<file path="config.mk">
export PLATFORM = sky130hd
export DESIGN_NAME = sutag_merge
export DESIGN_NICKNAME = d
export VERILOG_FILES = /design/src/sutag_pkg.sv /design/src/sutag_merge.sv
export SDC_FILE = /design/constraint.sdc
export NUM_CORES = 1
export LEC_CHECK = 0
export ABC_AREA = 0
export ABC_CLOCK_PERIOD_IN_PS = 10300
export BUFFER_PORTS_ARGS = -buffer_cell sky130_fd_sc_hd__buf_2
export CAP_MARGIN = 20
export CORE_ASPECT_RATIO = 1.25
export CORE_MARGIN = 3
export CORE_UTILIZATION = 60
export DETAILED_ROUTE_END_ITERATION = 8
export HOLD_SLACK_MARGIN = 0.1
export PLACE_DENSITY = 0.87
export RECOVER_POWER = 25
export SYNTH_ARGS = -nofsm -noshare
export SYNTH_HDL_FRONTEND = slang
export SYNTH_SLANG_ARGS = --single-unit
export TNS_END_PERCENT = 10
</file>
<file path="constraint.sdc">
create_clock -name clk -period 10.3 [get_ports clk]
set_clock_uncertainty 0.05 [all_clocks]
set_input_delay 2.06 -clock clk [delete_from_list [all_inputs] [get_ports clk]]
set_output_delay 2.06 -clock clk [all_outputs]
set_load 0.005 [all_outputs]
</file>
<file path="src/sutag_pkg.sv">
// Shared types and command codes for the sorted union block.
`default_nettype none
package sutag_pkg;

    localparam int KEY_W = 31;
    localparam int PAY_W = 16;

    localparam logic [1:0] CMD_LOAD_FIRST  = 2'd0;
    localparam logic [1:0] CMD_LOAD_SECOND = 2'd1;
    localparam logic [1:0] CMD_FETCH       = 2'd2;
    localparam logic [1:0] CMD_CLEAR       = 2'd3;

    typedef struct packed {
        logic [KEY_W-1:0] key;
        logic [PAY_W-1:0] payload;
    } rec_t;

    typedef struct packed {
        logic [KEY_W-1:0] key;
        logic [PAY_W-1:0] payload;
        logic             in_second;
        logic             in_first;
    } uent_t;

endpackage
`default_nettype wire

</file>
<file path="src/sutag_merge.sv">
// Dedup count pass and tagged merge of two sorted lists into the union RAM.
`default_nettype none
module sutag_merge
    import sutag_pkg::*;
#(
    parameter int DEPTH = 1024,
    parameter int LIMIT = 1024
) (
    input  wire logic                       clk,
    input  wire logic                       rst_n,
    input  wire logic                       start,
    input  wire logic [$clog2(DEPTH+1)-1:0] n1,
    input  wire logic [$clog2(DEPTH+1)-1:0] n2,
    input  wire rec_t                       a_rdata,
    input  wire rec_t                       b_rdata,
    output logic      [$clog2(DEPTH)-1:0]   a_raddr,
    output logic      [$clog2(DEPTH)-1:0]   b_raddr,
    output logic                            u_we,
    output logic      [$clog2(LIMIT)-1:0]   u_waddr,
    output uent_t                           u_wdata,
    output logic      [$clog2(LIMIT+1)-1:0] ucount,
    output logic                            ovf_set,
    output logic                            busy
);

    localparam int AW  = $clog2(DEPTH);
    localparam int CW  = $clog2(DEPTH + 1);
    localparam int UAW = $clog2(LIMIT);
    localparam int UW  = $clog2(LIMIT + 1);
    localparam logic [CW-1:0] ONE_C  = CW'(1);
    localparam logic [UW-1:0] UONE_C = UW'(1);
    localparam logic [UW-1:0] LIM_C  = UW'(LIMIT);

    localparam logic [2:0] M_IDLE = 3'd0;
    localparam logic [2:0] M_CRD  = 3'd1;
    localparam logic [2:0] M_CCMP = 3'd2;
    localparam logic [2:0] M_RD   = 3'd3;
    localparam logic [2:0] M_CMP  = 3'd4;

    logic [2:0]       state_reg, state_next;
    logic [CW-1:0]    i_reg, i_next;
    logic [CW-1:0]    j_reg, j_next;
    logic [CW-1:0]    cnt_reg, cnt_next;
    logic [UW-1:0]    ia_reg, ia_next;
    logic [UW-1:0]    keep_reg, keep_next;
    logic [UW-1:0]    room_reg, room_next;
    logic [UW-1:0]    uc_reg, uc_next;
    logic             pa_v_reg, pa_v_next;
    logic             pb_v_reg, pb_v_next;
    logic [KEY_W-1:0] pa_reg, pa_next;
    logic [KEY_W-1:0] pb_reg, pb_next;
    logic             av, bv, dup_a, dup_b, take_a, take_b;

    assign a_raddr = i_reg[AW-1:0];
    assign b_raddr = j_reg[AW-1:0];
    assign u_waddr = uc_reg[UAW-1:0];
    assign ucount  = uc_reg;
    assign busy    = (state_reg != M_IDLE);

    assign av     = (i_reg < n1);
    assign bv     = (j_reg < n2);
    assign dup_a  = av && pa_v_reg && (a_rdata.key == pa_reg);
    assign dup_b  = bv && pb_v_reg && (b_rdata.key == pb_reg);
    assign take_a = !bv || (av && (a_rdata.key < b_rdata.key));
    assign take_b = !av || (b_rdata.key < a_rdata.key);

    // Count distinct first-list keys, then walk both lists in key order
    always_comb
    begin
        state_next = state_reg;
        i_next     = i_reg;
        j_next     = j_reg;
        cnt_next   = cnt_reg;
        ia_next    = ia_reg;
        keep_next  = keep_reg;
        room_next  = room_reg;
        uc_next    = uc_reg;
        pa_v_next  = pa_v_reg;
        pb_v_next  = pb_v_reg;
        pa_next    = pa_reg;
        pb_next    = pb_reg;
        u_we       = 1'b0;
        u_wdata    = '{key: a_rdata.key, payload: a_rdata.payload,
                       in_second: 1'b0, in_first: 1'b1};
        ovf_set    = 1'b0;
        case (state_reg)
            M_IDLE:
            begin
                if (start)
                begin
                    i_next     = '0;
                    cnt_next   = '0;
                    pa_v_next  = 1'b0;
                    state_next = M_CRD;
                end
            end
            M_CRD:
            begin
                if (i_reg >= n1)
                begin
                    if (32'(cnt_reg) > LIMIT)
                    begin
                        keep_next = LIM_C;
                        ovf_set   = 1'b1;
                    end
                    else
                    begin
                        keep_next = UW'(cnt_reg);
                    end
                    room_next  = LIM_C - keep_next;
                    i_next     = '0;
                    j_next     = '0;
                    ia_next    = '0;
                    uc_next    = '0;
                    pa_v_next  = 1'b0;
                    pb_v_next  = 1'b0;
                    state_next = M_RD;
                end
                else
                begin
                    state_next = M_CCMP;
                end
            end
            M_CCMP:
            begin
                if (!pa_v_reg || (a_rdata.key != pa_reg))
                begin
                    cnt_next = cnt_reg + ONE_C;
                end
                pa_v_next  = 1'b1;
                pa_next    = a_rdata.key;
                i_next     = i_reg + ONE_C;
                state_next = M_CRD;
            end
            M_RD:
            begin
                state_next = M_CMP;
            end
            M_CMP:
            begin
                state_next = M_RD;
                if (!av && !bv)
                begin
                    state_next = M_IDLE;
                end
                else if (dup_a)
                begin
                    i_next = i_reg + ONE_C;
                end
                else if (dup_b)
                begin
                    j_next = j_reg + ONE_C;
                end
                else if (take_a)
                begin
                    if (ia_reg < keep_reg)
                    begin
                        u_we    = 1'b1;
                        uc_next = uc_reg + UONE_C;
                    end
                    ia_next   = ia_reg + UONE_C;
                    pa_v_next = 1'b1;
                    pa_next   = a_rdata.key;
                    i_next    = i_reg + ONE_C;
                end
                else if (take_b)
                begin
                    u_wdata = '{key: b_rdata.key, payload: b_rdata.payload,
                                in_second: 1'b1, in_first: 1'b0};
                    if (room_reg != '0)
                    begin
                        u_we      = 1'b1;
                        uc_next   = uc_reg + UONE_C;
                        room_next = room_reg - UONE_C;
                    end
                    else
                    begin
                        ovf_set = 1'b1;
                    end
                    pb_v_next = 1'b1;
                    pb_next   = b_rdata.key;
                    j_next    = j_reg + ONE_C;
                end
                else
                begin
                    u_wdata.in_second = 1'b1;
                    if (ia_reg < keep_reg)
                    begin
                        u_we    = 1'b1;
                        uc_next = uc_reg + UONE_C;
                    end
                    ia_next   = ia_reg + UONE_C;
                    pa_v_next = 1'b1;
                    pb_v_next = 1'b1;
                    pa_next   = a_rdata.key;
                    pb_next   = b_rdata.key;
                    i_next    = i_reg + ONE_C;
                    j_next    = j_reg + ONE_C;
                end
            end
            default:
            begin
                state_next = M_IDLE;
            end
        endcase
    end

    // Hold control state
    always_ff @(posedge clk or negedge rst_n)
    begin
        if (!rst_n)
        begin
            state_reg <= M_IDLE;
            i_reg     <= '0;
            j_reg     <= '0;
            cnt_reg   <= '0;
            ia_reg    <= '0;
            keep_reg  <= '0;
            room_reg  <= '0;
            uc_reg    <= '0;
            pa_v_reg  <= 1'b0;
            pb_v_reg  <= 1'b0;
        end
        else
        begin
            state_reg <= state_next;
            i_reg     <= i_next;
            j_reg     <= j_next;
            cnt_reg   <= cnt_next;
            ia_reg    <= ia_next;
            keep_reg  <= keep_next;
            room_reg  <= room_next;
            uc_reg    <= uc_next;
            pa_v_reg  <= pa_v_next;
            pb_v_reg  <= pb_v_next;
        end
    end

    always_ff @(posedge clk)
    begin
        pa_reg <= pa_next;
        pb_reg <= pb_next;
    end

`ifndef ASSERT_OFF
    a_uc_bound: assert property (@(posedge clk) disable iff (!rst_n)
        32'(uc_reg) <= LIMIT)
        else $error("union count past limit");
    a_keep_room: assert property (@(posedge clk) disable iff (!rst_n)
        (state_reg == M_CMP) |-> (32'(keep_reg) + 32'(room_reg) <= LIMIT))
        else $error("merge quota out of balance");
    a_write_room: assert property (@(posedge clk) disable iff (!rst_n)
        u_we |-> (32'(uc_reg) < LIMIT))
        else $error("union write with no room");
`endif

endmodule
`default_nettype wire

</file>
## Yosys cells after proc, flatten, opt, wreduce, memory -nomap -nowiden

Index checks and enable logic that the tools add are counted.

| cells by class | value |
|---|---|
| add/sub/neg operators | 7 |
| order comparisons | 7 |
| eq/ne operators | 21 |
| muxes and demuxes | 87 |
| bitwise operators | 4 |
| reductions and logical operators | 30 |

Operator list:

| kind | count |
|---|---|
| two-way mux 11 bit | 34 |
| two-way mux 49 bit | 5 |
| two-way mux 31 bit | 5 |
| one-hot mux 11 bit (2 select lines) | 5 |
| == test 31 bit | 2 |
| less-than comparator 31 bit | 2 |
| one-hot mux 31 bit (2 select lines) | 1 |
| adder 11 x 1 -> 11 bit (second input constant) | 5 |
| two-way mux 47 bit | 1 |
| one-hot mux 11 bit (4 select lines) | 1 |
| less-than comparator 11 bit | 3 |
| inequality test 31 bit | 1 |
| two-way mux 1 bit | 29 |
| AND reduction 6 bit | 4 |
| inequality test 2 bit (second input constant) | 9 |
| one-hot mux 3 bit (5 select lines) | 1 |
| AND reduction 5 bit | 3 |
| >= comparator 11 bit | 1 |
| > comparator 11 bit (second input constant) | 1 |
| nonzero test 11 bit | 1 |
| subtractor 11 x 1 -> 11 bit (second input constant) | 1 |
| subtractor 11 bit (first input constant) | 1 |
| inequality test 3 bit (second input constant) | 3 |
| inequality test 4 bit (second input constant) | 2 |
| 19 further kinds | 35 |

| word-level totals | value |
|---|---|
| bits in registers | 144 |
| input bits | 119 |
| output and inout port bits | 93 |
| logic and storage cells | 168 |

## Depth between registers and ports, before layout

| depth | value |
|---|---|
| word-level depth | 9 |
| gate-level depth with buffers | 12 |
| gate-level depth less buffers | 10 |

## Least setup slack after synthesis

OpenSTA, ideal clock, no wires.

| timing | value |
|---|---|
| path type | in2out |
| start | input n1[4] |
| end | output u_wdata[10] in the netlist's numbering |
| arrival time | 4194 ps |
| data required time | 8190 ps |
| setup slack | 3996 ps |
| stages on the path | 10 |
| path buffers | 1 |
| path through | inv_1 ha_1 a211oi_1 nor2_1 o31a_1 nor2_1 a211oi_2 nand3_1 buf_1 mux2_2 |

RTL lines:

| item | line | RTL |
|---|---|---|
| start, declared | sutag_merge.sv:12 | `input wire logic [$clog2(DEPTH+1)-1:0] n1,` |
| end, declared | sutag_merge.sv:20 | `output uent_t u_wdata,` |

==> summary.md <==
| Metric | Value |
|---|---|
| Mapped Cells | `1007` |
| Syn nets | `1196` |
| Tmin final | `7470 ps` |
| Tcrit/Tclk final | `0.726` |
| Placed inst area | `0.0107 mm2` |
| Most common cell in the synthesized netlist | `dfrtp_1` |
| Final Setup Violations | `0` |
| Comb pwr share | `0.297` |
| H-Tree Depth | `4` |
| Critical path type | `input port to output port` |
| Clock share of power | `0.324` |
| Met3 Track Usage GR | `0.0513` |
| Worst path cell trace | `clkbuf_1 -> inv_1 -> ha_1 -> nand4_1 -> nor4_1 -> o2111a_1 -> a211oi_2 -> nand3_2 -> buf_4 -> mux2_2 -> buf_2` |
| Crit path capture type | `output port` |
| Mapped Area | `0.00968 mm2` |
| Fraction of layout cells with a size suffix above 1 | `0.216` |
| Critical-path top delay cell | `nor4_1` |
| Worst endpoint required time | `8190 ps` |
| P_sw | `746 uW` |
| Grt peak-use layer | `met2` |
| Worst Hold Class | `flop to flop` |
| GPL Wtd Cong | `0.896` |
| CTS tree | `built` |
| First drt pass iteration count | `5` |
| Placed Cells | `1368` |
| DRC viols | `0` |
| Switching portion of total power | `0.338` |
| Initial Util | `0.617` |
| Dpl hpwl | `18.7 mm` |
| Predominant post-synthesis flop cell | `dfrtp_1` |
| Post-synth EDFFs | `62` |
| Seq/Total Area, Yosys | `0.404` |
| Fmax achieved | `0.134 GHz` |
| Setup bufs post-CTS | `0` |
| Vias per Instance | `6.14` |
| Total number of vias | `8608` |
| Post-Route WL | `26.0 mm` |
| Met2 Track Usage GR | `0.521` |
| Fill count | `1175` |
| Hold WS | `432 ps` |
| Synth-to-Final Area Change | `16.7%` |
| Critical Path Source Type | `input port` |
| Antenna Cells | `0` |
| Row count | `51` |
| Pin count of the biggest net entering global routing | `83` |
| Ys Warns | `0` |
| CTS sink cnt | `144` |
| Antenna-violating nets left | `0` |
| Synth area leader | `dfrtp_1` |
| CTS Buf Count | `17` |
| CP max stage delay | `610 ps` |
| Status | `finished with violations` |
| Commonest cells post-synth | `82 x dfrtp_1, 78 x inv_1, 72 x xnor2_1` |
| Seq pwr share | `0.378` |
| Synth Area per Inst | `9.62 um2` |
| Post-CTS Resized | `0` |
| Internal Power | `1.46 mW` |
| Async S/R FF share, synth | `0.569` |
| Fin. max-slew vios | `66` |
| Die X-Extent | `120 um` |
| Post-synth top area share | `0.212` |
| GR Overflow Total | `0` |
| Maxcap violations | `1` |
| Clock transition at the registers of the reported paths | `60 ps` |
| Initial antenna violation count | `0` |
| Flops & latches, synth | `144` |
| First-pass GRT wire length | `42.2 mm` |
| Root Driver | `clkbuf_16` |
| Worst skew pair latency | `430 ps` |
| IO Pins | `212` |
| Core Util, Final | `0.720` |
| Longest Clk Path Bufs | `2` |
| Die area | `0.0177 mm2` |
| Cts hold-fix bufs | `0` |
| Yosys cell types | `65` |
| Number of global-route vias before repair | `8528` |
| Setup repair after global routing missed its margin | `no` |
| Global Route Usage Sum | `0.296` |
| Sum Neg Setup Slack | `0 ps` |
| Die H | `148 um` |
| Worst VDD drop | `0.100 mV` |
| Failing checks | `max-capacitance violations, max-slew violations` |
| Critical Path AT | `5360 ps` |
| Crit path max fanout | `40` |
| Top cells by area, synth | `dfrtp_1 21%, edfxtp_1 19%, ha_1 9.0%` |
| Static Leak | `4.91 nW` |
| GR Util met1 | `0.360` |
| Design Area, Final | `0.0113 mm2` |
| PortBufs | `211` |
| Wire per inst | `18.5 um` |
| Final Hold Viols | `0` |
| Slew HR | `-1.33` |
| Pwr dens | `195 mW/mm2` |
| Initial DRC count | `476` |
| Core footprint | `0.0157 mm2` |
| Total Nets Final | `1366` |
| Slew @ Worst Pin | `3500 ps` |
| Finished Layout Cells | `1402` |
-- logic make-up after synthesis --
logic type	after synthesis	synth area share
adders and majority gates	70	0.0904
and+or+nand+nor	295	0.157
xor gates and xnor gates	75	0.0678
muxes	54	0.0620
DFF	144	0.404
AOI/OAI and AO/OA	222	0.149
buffers and inverters	147	0.0700
-- layout make-up --
class,count,area (um2),share of cell area
sequential,144,3910,0.346
tap,212,265,0.0235
clock buffer,17,425,0.0376
inverter,78,293,0.0259
multi-input combinational,716,5110,0.452
clock inverter,15,255,0.0226
timing repair buffer,220,1040,0.0921
-- placed cells by master, fill, tap and decap left out, types with 12 or more instances in the layout --
cell type,Yosys,layout
ha_1,70,70
or3_1,12,12
dfrtp_1,82,82
clkbuf_16,0,17
nand4_1,34,34
mux2_2,48,48
clkbuf_1,28,64
a21oi_1,55,54
xnor2_1,72,72
nor3_1,22,22
nor4_1,13,13
o21ai_0,52,52
edfxtp_1,62,62
o31ai_1,22,22
nor2_1,61,61
inv_1,78,78
a211oi_1,17,17
buf_2,5,148
nand2_1,56,56
nand3_1,40,39
-- worst paths after layout --
path	cells past startpoint	to	from	slack, ps
max	11	u_wdata[37]	a_rdata[46]	2830
max reg2reg	10	room_reg[6]$_DFFE_PN0P_	i_reg[2]$_DFFE_PN0P_	6540
min reg2reg	2	keep_reg[1]$_DFFE_PN0P_	keep_reg[1]$_DFFE_PN0P_	430
max in group asynchronous	2	ia_reg[8]$_DFFE_PN0P_	rst_n	4620
min	2	keep_reg[1]$_DFFE_PN0P_	keep_reg[1]$_DFFE_PN0P_	430
min in group asynchronous	1	j_reg[5]$_DFFE_PN0P_	rst_n	1720
-- stage by stage --
step / total power [mW] / setup WS (ps)
2_1_floorplan: 1.28 / 4000
3_3_place_gp: 1.46 / 3120
3_5_place_dp: 1.49 / 3120
4_1_cts: 2.21 / 3040
5_1_grt: 2.33 / 2740
6_report: 2.21 / 2830
-- power groups by stage --
stage	combinational, mW	clock [mW]	sequential, mW
after floorplan	0.477	0	0.807
after global placement	0.627	0	0.835
after detailed placement	0.649	0	0.840
after CTS	0.659	0.718	0.832
after global routing	0.731	0.748	0.851
final	0.656	0.716	0.835
-- critical path, delay by kind of cell --
family / cells / cell delay, ps
multiplexers: 1 / 400
adder cells (fa/ha/maj): 1 / 320
AO/OA/AOI/OAI: 2 / 420
buffers and inverters: 4 / 990
AND/OR/NAND/NOR: 3 / 1140
-- metal layers --
layer	part of all wire	vias to the layer above
met1	0.38	4139
li1	-	3999
met2	0.52	405
met3	0.067	65
met4	0.031	0
met5	0	-
(Power assumes the default switching activity.)
