===== config.mk =====
export PLATFORM = sky130hd
export DESIGN_NAME = sutag_sort
export DESIGN_NICKNAME = d
export VERILOG_FILES = /design/src/sutag_pkg.sv /design/src/sutag_sort.sv
export SDC_FILE = /design/constraint.sdc
export NUM_CORES = 1
export LEC_CHECK = 0
export ABC_CLOCK_PERIOD_IN_PS = 2400
export BUFFER_PORTS_ARGS = -buffer_cell sky130_fd_sc_hd__buf_2
export CORE_MARGIN = 2
export CORE_UTILIZATION = 49
export DETAILED_ROUTE_END_ITERATION = 7
export PLACE_DENSITY = 0.75
export SETUP_SLACK_MARGIN = 0.5
export SLEW_MARGIN = 20
export SYNTH_ARGS = -nofsm -noshare
export SYNTH_HDL_FRONTEND = slang
export SYNTH_SLANG_ARGS = --single-unit
export TNS_END_PERCENT = 20

===== constraint.sdc =====
create_clock -name clk -period 2.4 [get_ports clk]
set_clock_uncertainty 0.2 [all_clocks]
set_input_delay 0.24 -clock clk [delete_from_list [all_inputs] [get_ports clk]]
set_output_delay 0.24 -clock clk [all_outputs]
set_load 0.005 [all_outputs]

===== src/sutag_pkg.sv =====
// Shared types and command codes for the sorted union block.
`default_nettype none
package sutag_pkg;

    localparam int KEY_W = 31;
    localparam int PAY_W = 16;

    localparam logic [1:0] CMD_LOAD_FIRST  = 2'd0;
    localparam logic [1:0] CMD_LOAD_SECOND = 2'd1;
    localparam logic [1:0] CMD_FETCH       = 2'd2;
    localparam logic [1:0] CMD_CLEAR       = 2'd3;

    typedef struct packed {
        logic [KEY_W-1:0] key;
        logic [PAY_W-1:0] payload;
    } rec_t;

    typedef struct packed {
        logic [KEY_W-1:0] key;
        logic [PAY_W-1:0] payload;
        logic             in_second;
        logic             in_first;
    } uent_t;

endpackage
`default_nettype wire


===== src/sutag_sort.sv =====
// Stable in-place insertion sort of one record list held in a RAM.
`default_nettype none
module sutag_sort
    import sutag_pkg::*;
#(
    parameter int DEPTH = 1024
) (
    input  wire logic                       clk,
    input  wire logic                       rst_n,
    input  wire logic                       start,
    input  wire logic [$clog2(DEPTH+1)-1:0] n,
    input  wire rec_t                       rdata,
    output logic      [$clog2(DEPTH)-1:0]   raddr,
    output logic                            we,
    output logic      [$clog2(DEPTH)-1:0]   waddr,
    output rec_t                            wdata,
    output logic                            busy
);

    localparam int AW = $clog2(DEPTH);
    localparam int CW = $clog2(DEPTH + 1);
    localparam logic [CW-1:0] ONE_C = CW'(1);
    localparam logic [CW-1:0] TWO_C = CW'(2);

    localparam logic [2:0] S_IDLE  = 3'd0;
    localparam logic [2:0] S_OUT   = 3'd1;
    localparam logic [2:0] S_TLD   = 3'd2;
    localparam logic [2:0] S_INNER = 3'd3;
    localparam logic [2:0] S_PUT   = 3'd4;

    logic [2:0]    state_reg, state_next;
    logic [CW-1:0] i_reg, i_next;
    logic [CW-1:0] j_reg, j_next;
    rec_t          t_reg, t_next;
    logic [CW-1:0] im1;
    logic [CW-1:0] jm2;

    assign im1  = i_reg - ONE_C;
    assign jm2  = j_reg - TWO_C;
    assign busy = (state_reg != S_IDLE);

    // Shift larger records up one slot until the held record fits
    always_comb
    begin
        state_next = state_reg;
        i_next     = i_reg;
        j_next     = j_reg;
        t_next     = t_reg;
        raddr      = i_reg[AW-1:0];
        we         = 1'b0;
        waddr      = j_reg[AW-1:0];
        wdata      = t_reg;
        case (state_reg)
            S_IDLE:
            begin
                if (start)
                begin
                    i_next     = ONE_C;
                    state_next = S_OUT;
                end
            end
            S_OUT:
            begin
                raddr = i_reg[AW-1:0];
                if (i_reg >= n)
                begin
                    state_next = S_IDLE;
                end
                else
                begin
                    state_next = S_TLD;
                end
            end
            S_TLD:
            begin
                raddr      = im1[AW-1:0];
                t_next     = rdata;
                j_next     = i_reg;
                state_next = S_INNER;
            end
            S_INNER:
            begin
                raddr = jm2[AW-1:0];
                we    = 1'b1;
                if (rdata.key > t_reg.key)
                begin
                    wdata  = rdata;
                    j_next = j_reg - ONE_C;
                    if (j_reg == ONE_C)
                    begin
                        state_next = S_PUT;
                    end
                end
                else
                begin
                    i_next     = i_reg + ONE_C;
                    state_next = S_OUT;
                end
            end
            S_PUT:
            begin
                we         = 1'b1;
                i_next     = i_reg + ONE_C;
                state_next = S_OUT;
            end
            default:
            begin
                state_next = S_IDLE;
            end
        endcase
    end

    // Hold control state
    always_ff @(posedge clk or negedge rst_n)
    begin
        if (!rst_n)
        begin
            state_reg <= S_IDLE;
            i_reg     <= '0;
            j_reg     <= '0;
        end
        else
        begin
            state_reg <= state_next;
            i_reg     <= i_next;
            j_reg     <= j_next;
        end
    end

    always_ff @(posedge clk)
    begin
        t_reg <= t_next;
    end

`ifndef ASSERT_OFF
    a_j_le_i: assert property (@(posedge clk) disable iff (!rst_n)
        (state_reg == S_INNER) |-> (j_reg <= i_reg && j_reg != '0))
        else $error("sort insertion index out of range");
    a_i_bound: assert property (@(posedge clk) disable iff (!rst_n)
        (state_reg == S_TLD) |-> (i_reg < n))
        else $error("sort outer index past list end");
    a_put_zero: assert property (@(posedge clk) disable iff (!rst_n)
        (state_reg == S_PUT) |-> (j_reg == '0))
        else $error("sort put slot not at head");
`endif

endmodule
`default_nettype wire


After elaboration in Yosys (flattened, before gate mapping)
Cells that the tools add are included.

Flip-flop bits (word level): 72. Input port bits: 61. Output and inout port bits: 69.

$add $sub $neg: 4. Order comparisons: 2. Equality and inequality tests: 9. Muxes and demuxes: 14. Reduce and logical (&&, ||, !) cells: 8.

Operators with widths (count): 2-to-1 mux 47 bit (2); 2-to-1 mux 11 bit (3); one-hot mux 11 bit (3 select lines) (1); > comparator 31 bit (1); one-hot mux 11 bit (2 select lines) (1); one-hot mux 10 bit (2 select lines) (1); one-hot mux 3 bit (5 select lines) (1); adder 11 x 1 -> 11 bit, second input constant (1); equality test 11 x 1 -> 1 bit, second input constant (1); >= comparator 11 bit (1); subtractor 11 x 1 -> 11 bit, second input constant (1); subtractor 10 x 1 -> 10 bit, second input constant (1); subtractor 10 x 2 -> 10 bit, second input constant (1); 2-to-1 mux 3 bit (3); equality test 3 x 2 -> 1 bit, second input constant (2); inequality test 2 bit, second input constant (3); nonzero test 3 bit (2); AND reduction 2 bit (2); equality test 3 x 1 -> 1 bit, second input constant (1); equality test 3 bit, second input constant (1); zero test 3 bit (1); inequality test 3 bit, second input constant (1); AND reduction 3 bit (1); 2-to-1 mux 2 bit (1); other kinds (3) (3).

Logic depth before layout (Yosys ltp)
Gate-level depths: netlist of run 1.

Depth after elaboration: 4. Gate-level depth with buffers: 12. Mapped depth without buffers: 9.

Least setup slack after synthesis of run 1
Ideal clock, no wire load.

Kind: register to output. Start: reg t_reg[26] in the netlist's numbering. End: out wdata[42] in the netlist's numbering. Arrival: 2.152 ns. Required time: 1.960 ns. Setup slack: -0.192 ns. Stages on the path, launching flop included: 12. Path buffers: 3. Path through: edfxtp_1 -> inv_1 -> ha_1 -> a21oi_1 -> o21ai_1 -> a221oi_1 -> a21oi_4 -> o21a_1 -> buf_6 -> buf_6 -> buf_4 -> o21ai_1.

RTL lines: start, declared (RTL line sutag_sort.sv:34) `rec_t t_reg, t_next;`; start signal, assigned (RTL line sutag_sort.sv:132) `t_reg <= t_next;`; end, declared (RTL line sutag_sort.sv:16) `output rec_t wdata,`.

==> results of run 1 <==
-- layout by cell type, fill, tap and decap left out, types with 18 or more instances in the layout --
cell type / count
a21oi_1: 21
buf_2: 128
buf_4: 76
buf_6: 18
dfrtp_1: 23
dlygate4sd3_1: 41
edfxtp_1: 47
ha_1: 33
inv_1: 39
nand2_1: 89
nand2_2: 25
nor2_1: 24
o21ai_0: 22
o21ai_1: 21
-- worst reg2reg max path, cell delays in order (launching register included) --
cell	delay (ps)
edfxtp_1	370
inv_2	60
ha_4	270
nand4_1	230
nor4_4	430
nand2b_1	140
a21oi_4	200
buf_12	140
o21ai_4	100
buf_8	170
buf_6	120
buf_6	100
buf_6	110
or3_1	340
nand3_1	80
-- per-layer routing --
layer  GRT usage [%]  vias to the layer above  routed length, um
li1                -                     2571                  -
met1            34.5                     2661               6780
met2            53.7                      290               8960
met3            4.60                       56               1140
met4            11.6                        0                640
met5               0                        -                  0
-- layout make-up --
class                   count  share of cell area (%)
multi-input cells         422                    40.4
flip-flops and latches     72                    25.9
repair buffers            273                    25.6
inverters                  52                    2.53
well taps                 136                    2.16
clock buffers              10                    1.75
clock inverters             5                    1.64
-- cell families (layout without fill, tap and decap cells) --
kind of cell	Yosys count	count (layout)	share of synthesized area (%)
buffers and inverters	93	340	8.27
AND/OR/NAND/NOR	215	215	19.5
adder cells (fa/ha/maj)	48	48	11.8
XOR/XNOR	7	7	1.20
flip-flops	72	72	40.0
AO/OA/AOI/OAI	145	145	17.9
multiplexers	7	7	1.37
-- how the worst min path moves through the flow --
stage	endpoint	depth (start not counted)	start
4_1_cts	t_reg[38]$_DFFE_PP_	2	rdata[38]
3_5_place_dp	j_reg[2]$_DFFE_PN0P_	1	rst_n
5_1_grt	t_reg[38]$_DFFE_PP_	2	rdata[38]
3_3_place_gp	j_reg[2]$_DFFE_PN0P_	1	rst_n
2_1_floorplan	i_reg[0]$_DFFE_PN0P_	0	rst_n
6_report	t_reg[38]$_DFFE_PP_	2	rdata[38]
-- metrics by stage --
step / std cells / instance area, um^2
floorplan: 587 / 5220
CTS: 963 / 7590
global placement: 899 / 6520
detailed placement: 899 / 6520
finish: 970 / 7880
global route: 970 / 7880
-- Yosys cell counts, types with 4 or more instances --
library cell and n:
and3_1 5, o31ai_1 14, nor4_1 8, mux2i_1 7, nor3_1 8, ha_1 48, inv_1 52, o21ai_0 48
o22ai_1 9, clkbuf_1 22, o21ai_1 9, buf_2 4, a2bb2oi_1 5, nand3_1 16, dfrtp_1 25, edfxtp_1 47
nand2_1 118, a21o_1 4, buf_4 12, nand4_1 8, nand2b_1 8, a21oi_1 26, nor2_1 28, xor2_1 4
-- repair_timing --
item	CTS	global route
hold endpoints to repair	64	1
gates cloned	2	1
pin swaps	43	19
hold buffers	40	1
buffers inserted	7	5
setup endpoints to repair	130	131
resized for setup	91	60
-- power by group through the flow --
stage | Sequential [uW] | Combinational [uW] | Clock, uW
detailed placement | 1990 | 4240 | 0
global placement | 1980 | 4140 | 0
CTS | 1990 | 4730 | 1330
global route | 2070 | 5730 | 1390
floorplan | 1980 | 2570 | 0
finish | 2040 | 5280 | 1330
==> metrics.cfg, run 1 <==
[run_status]
status = finished, violations left
violations = negative setup slack

[final_layout]
drive_above_1_share_pct = 42.9
n_antenna_cell = 0
fin_util_pct = 77.0
multi_input_area_um2 = 3180
n_fill_cell = 641
seq_area_um2 = 2040
largest_reg_flops = 47
syn_to_final_growth_pct = 54.5
final_nets = 939

[power]
p_per_area_nw_per_um2 = 1100
total_power_uw = 8650
vdd_drop_max_v = 0.000770
p_sw_share_pct = 41.9
power.net_switching_uw = 3630
clock_power_share_pct = 15.3
p_seq_share_pct = 23.5
power.internal_uw = 5020
pwr-share-comb_pct = 61.1
power.static_leakage_uw = 0.00364

[setup_path]
cp_slowest_cell = nor4_4
r2r_slack_ps = -750
critPathLaunch = t_reg[42]$_DFFE_PP_
path_class = reg2out
worstSetupStartpointType = register
setup.worst_path.end_class = output port
worstPathArrival_ps = 2900
cp_top_family = simple AND/OR/NAND/NOR gates
required_ps = 1960
critPathMaxStageDelay_ps = 430
crit_path_cell_trace = inv_2 > ha_4 > nand4_1 > nor4_4 > nand2b_1 > a21oi_4 > o21a_4 > buf_6 > buf_12 > nand2_2 > o21ai_2 > buf_2
path_max_fanout = 10
crit_path_end = wdata[22]
timing.rr.start = t_reg[42]$_DFFE_PP_
r2r_end = j_reg[3]$_DFFE_PN0P_
cp_num_cells = 12
critPathBufInv = 4
worstRegToRegCells = 14

[sta]
totalNegativeSetupSlack_ps = -52710
period_share_pct = 139
fin_hold_ws_ps = 2.06
fin_crit_ps = 3340
rsz0062_at_grt = yes
final_hold_viol_count = 0
slew_headroom_pct = 51.2
setup_viol = 75
finalMaxSlewViolations = 0
max_freq_ghz = 0.299
tightest_slew_ps = 730
layout_setup_ws_ps = -944

[route]
drt_first_pass_iters = 6
wl_per_cell_um = 18.1
vias_per_cell = 5.75
routed_wl_mm = 17.5
vias = 5578
drt_first_iter_violations = 528
drc = 0
drtAntennaViolNets = 0

[synthesis]
syn_avg_cell_area_um2 = 8.68
synth.distinct_cells = 55
async_flop_share_pct = 34.7
synth.cell_area_um2 = 5100
synth_area_leader_cell = edfxtp_1
ys.flop_type = edfxtp_1
synth_top_cell_area_share_pct = 27.7
synthCells = 587
synth-seq-cells = 72
synth_edf_count = 47
synth_nets = 696
synth.area.top_cells = edfxtp_1 28%, dfrtp_1 12%, ha_1 12%
yosysSeqAreaShare_pct = 40.0
yosysWarnings = 0

[die]
coreArea_um2 = 10200
rows = 37
die_w_um = 106
initial_utilization_pct = 49.8
die_area_um2 = 11200
die_y_um = 106
pin_count = 130

[clocking]
clk_pin_slew_ps = 100
cts_made_buffers = 9
cts_sinks = 72
ctsLongestPathBuffers = 2
cts-root-buf = clkbuf_8
cts_tree = yes
clk_latency_ps = 370
htreeDepth = 3

[flow_run]
maxCapViolCount = 0

[place]
io_buffers = 129
place_ws_ps = -455
gp_congestion = 0.915
dp_hpwl_mm = 10.5

[global_routing]
grt_pass1_vias = 5558
grt_pass1_wl_mm = 26.5
globalRouteOverflowTotal = 0
antenna_found_initial = 0
grt_max_degree = 33
track_usage_pct = 29.4

[worst_hold_path]
worstHoldPathType = in2reg

Note: power is estimated with default switching activity, not from simulation.
==> run 2: changes to the inputs <==
- CORE_ASPECT_RATIO: unset -> 1.4
==> run 2 against run 1 <==
Compared with the run above:
- clock power is 12% higher
- via count is 2.4% higher
- register-to-register slack better by 150 ps
- sequential power hardly changed
- first-iteration DRC count is 25% lower
- the run still ends with negative setup slack left
- hold slack better by 1.3 ps
- highest routed layer unchanged
- largest power group unchanged
- final area is 3.3% higher
- maximum frequency is 0.84% higher
==> metrics.cfg, run 2 (synthesized netlist as in run 1, its figures left out) <==
[run_status]
status = finished, violations left
violations = negative setup slack

[setup_path]
required_ps = 1960
r2r_slack_ps = -600
worstRegToRegCells = 14
timing.rr.start = t_reg[42]$_DFFE_PP_
worstPathArrival_ps = 2880
setup.worst_path.end_class = output port
path_max_fanout = 6
path_class = reg2out
critPathLaunch = t_reg[42]$_DFFE_PP_
r2r_end = j_reg[2]$_DFFE_PN0P_
worstSetupStartpointType = register

[global_routing]
grt_max_degree = 48
grt_pass1_wl_mm = 27.3
antenna_found_initial = 0
globalRouteOverflowTotal = 0
track_usage_pct = 29.9
grt_pass1_vias = 5628

[route]
routed_wl_mm = 19.5
maxUsedRoutingLayer = met4
drt_first_iter_violations = 394
wl_per_cell_um = 20.1
vias = 5711
route.met2.wl_mm = 10.4
drc = 0
vias_per_cell = 5.91
drtAntennaViolNets = 0
wl_met3_mm = 1.16
met1Wirelength_mm = 6.88
drt_first_pass_iters = 7

[final_layout]
syn_to_final_growth_pct = 59.7
largest_reg_flops = 47
layout_common_cells = 129 x buf_2, 86 x nand2_1, 76 x buf_4
n_antenna_cell = 0
final_common_cell = buf_2
seq_area_um2 = 2040
drive_above_1_share_pct = 46.9
fin_area_um2 = 8140
n_fill_cell = 611
multi_input_area_um2 = 3310
final_nets = 933

[die]
coreArea_um2 = 10200
rows = 44
die_area_um2 = 11200
die_w_um = 90.2
die_y_um = 125
initial_utilization_pct = 49.8
pin_count = 130

[place]
place_area_um2 = 6440
dp_hpwl_mm = 10.5
io_buffers = 129
gp_congestion = 0.901

[sta]
final_hold_viol_count = 0
layout_setup_ws_ps = -916
slew_headroom_pct = 46.8
period_share_pct = 138
finalMaxSlewViolations = 0
setup_viol = 75
max_freq_ghz = 0.302
fin_crit_ps = 3320
tightest_slew_ps = 795
fin_hold_ws_ps = 3.33
rsz0062_at_grt = yes

[power]
p_per_area_nw_per_um2 = 1130
vdd_drop_max_v = 0.000730
power.static_leakage_uw = 0.00374

[clocking]
ctsLongestPathBuffers = 2
cts-root-buf = clkbuf_16
cts_made_buffers = 9
cts_sinks = 72
cts_tree = yes
clk_latency_ps = 350
htreeDepth = 3
clk_pin_slew_ps = 70

[worst_hold_path]
hold_start = rdata[38]
holdPathStages = 2
min_to = t_reg[38]$_DFFE_PP_
worstHoldPathType = in2reg

[flow_run]
maxCapViolCount = 0

## run 2: routing by layer
metal  vias up  global-route usage [%]
li1       2567                       -
met1      2757                    32.8
met2       290                    55.2
met3        97                    5.63
met4         0                    13.6
met5         -                       0
## run 2: through the flow
step	instances	utilization, %	setup WS [ps]	total power [uW]	TNS (ps)
3_5_place_dp	893	62.9	-384	6130	-19850
5_1_grt	967	79.5	-971	9690	-54230
3_3_place_gp	893	62.9	-380	6030	-18120
4_1_cts	959	74.2	-664	8330	-36050
6_report	967	79.5	-916	9180	-50310
2_1_floorplan	587	-	-70.8	4550	-2390
## run 2: worst max path at each step
stage / endpoint / slack (ps) / cells past startpoint
floorplan: wdata[42] / -70 / 11
global placement: wdata[6] / -380 / 13
detailed placement: wdata[6] / -380 / 13
CTS: wdata[46] / -660 / 12
global route: wdata[14] / -970 / 14
finish: wdata[14] / -920 / 15
## run 2: final cells by class
type	count	area share, %
Clock buffer	11	2.98
Inverter	52	2.44
Tap cell	138	2.12
Multi-Input combinational cell	422	40.7
Timing Repair Buffer	267	25.7
Sequential cell	72	25.0
Clock inverter	5	0.984
## run 2: worst max-delay path, stage by stage (launching register included)
cell and delay (ps):
edfxtp_1 350, inv_2 60, ha_4 280, nand4_1 160, buf_4 190, buf_4 130, nor2_2 90, a2bb2oi_2 70
buf_4 150, a21boi_4 200, o21a_4 220, buf_6 160, buf_16 120, nand2_1 80, nand2_1 90, buf_2 140
## run 2: power by group
| group | internal [uW] | switching, uW | total [uW] |
|---|---|---|---|
| Clock | 940 | 554 | 1490 |
| Sequential | 1780 | 282 | 2060 |
| Combinational | 2600 | 3030 | 5630 |
## run 2: timing repair
item,in CTS,in global routing
gates cloned,4,6
endpoints found under the hold margin,56,0
pin swaps,24,18
hold buffers,32,0
setup buffers,14,2
setup endpoints to repair,130,130
gates resized for setup,98,87
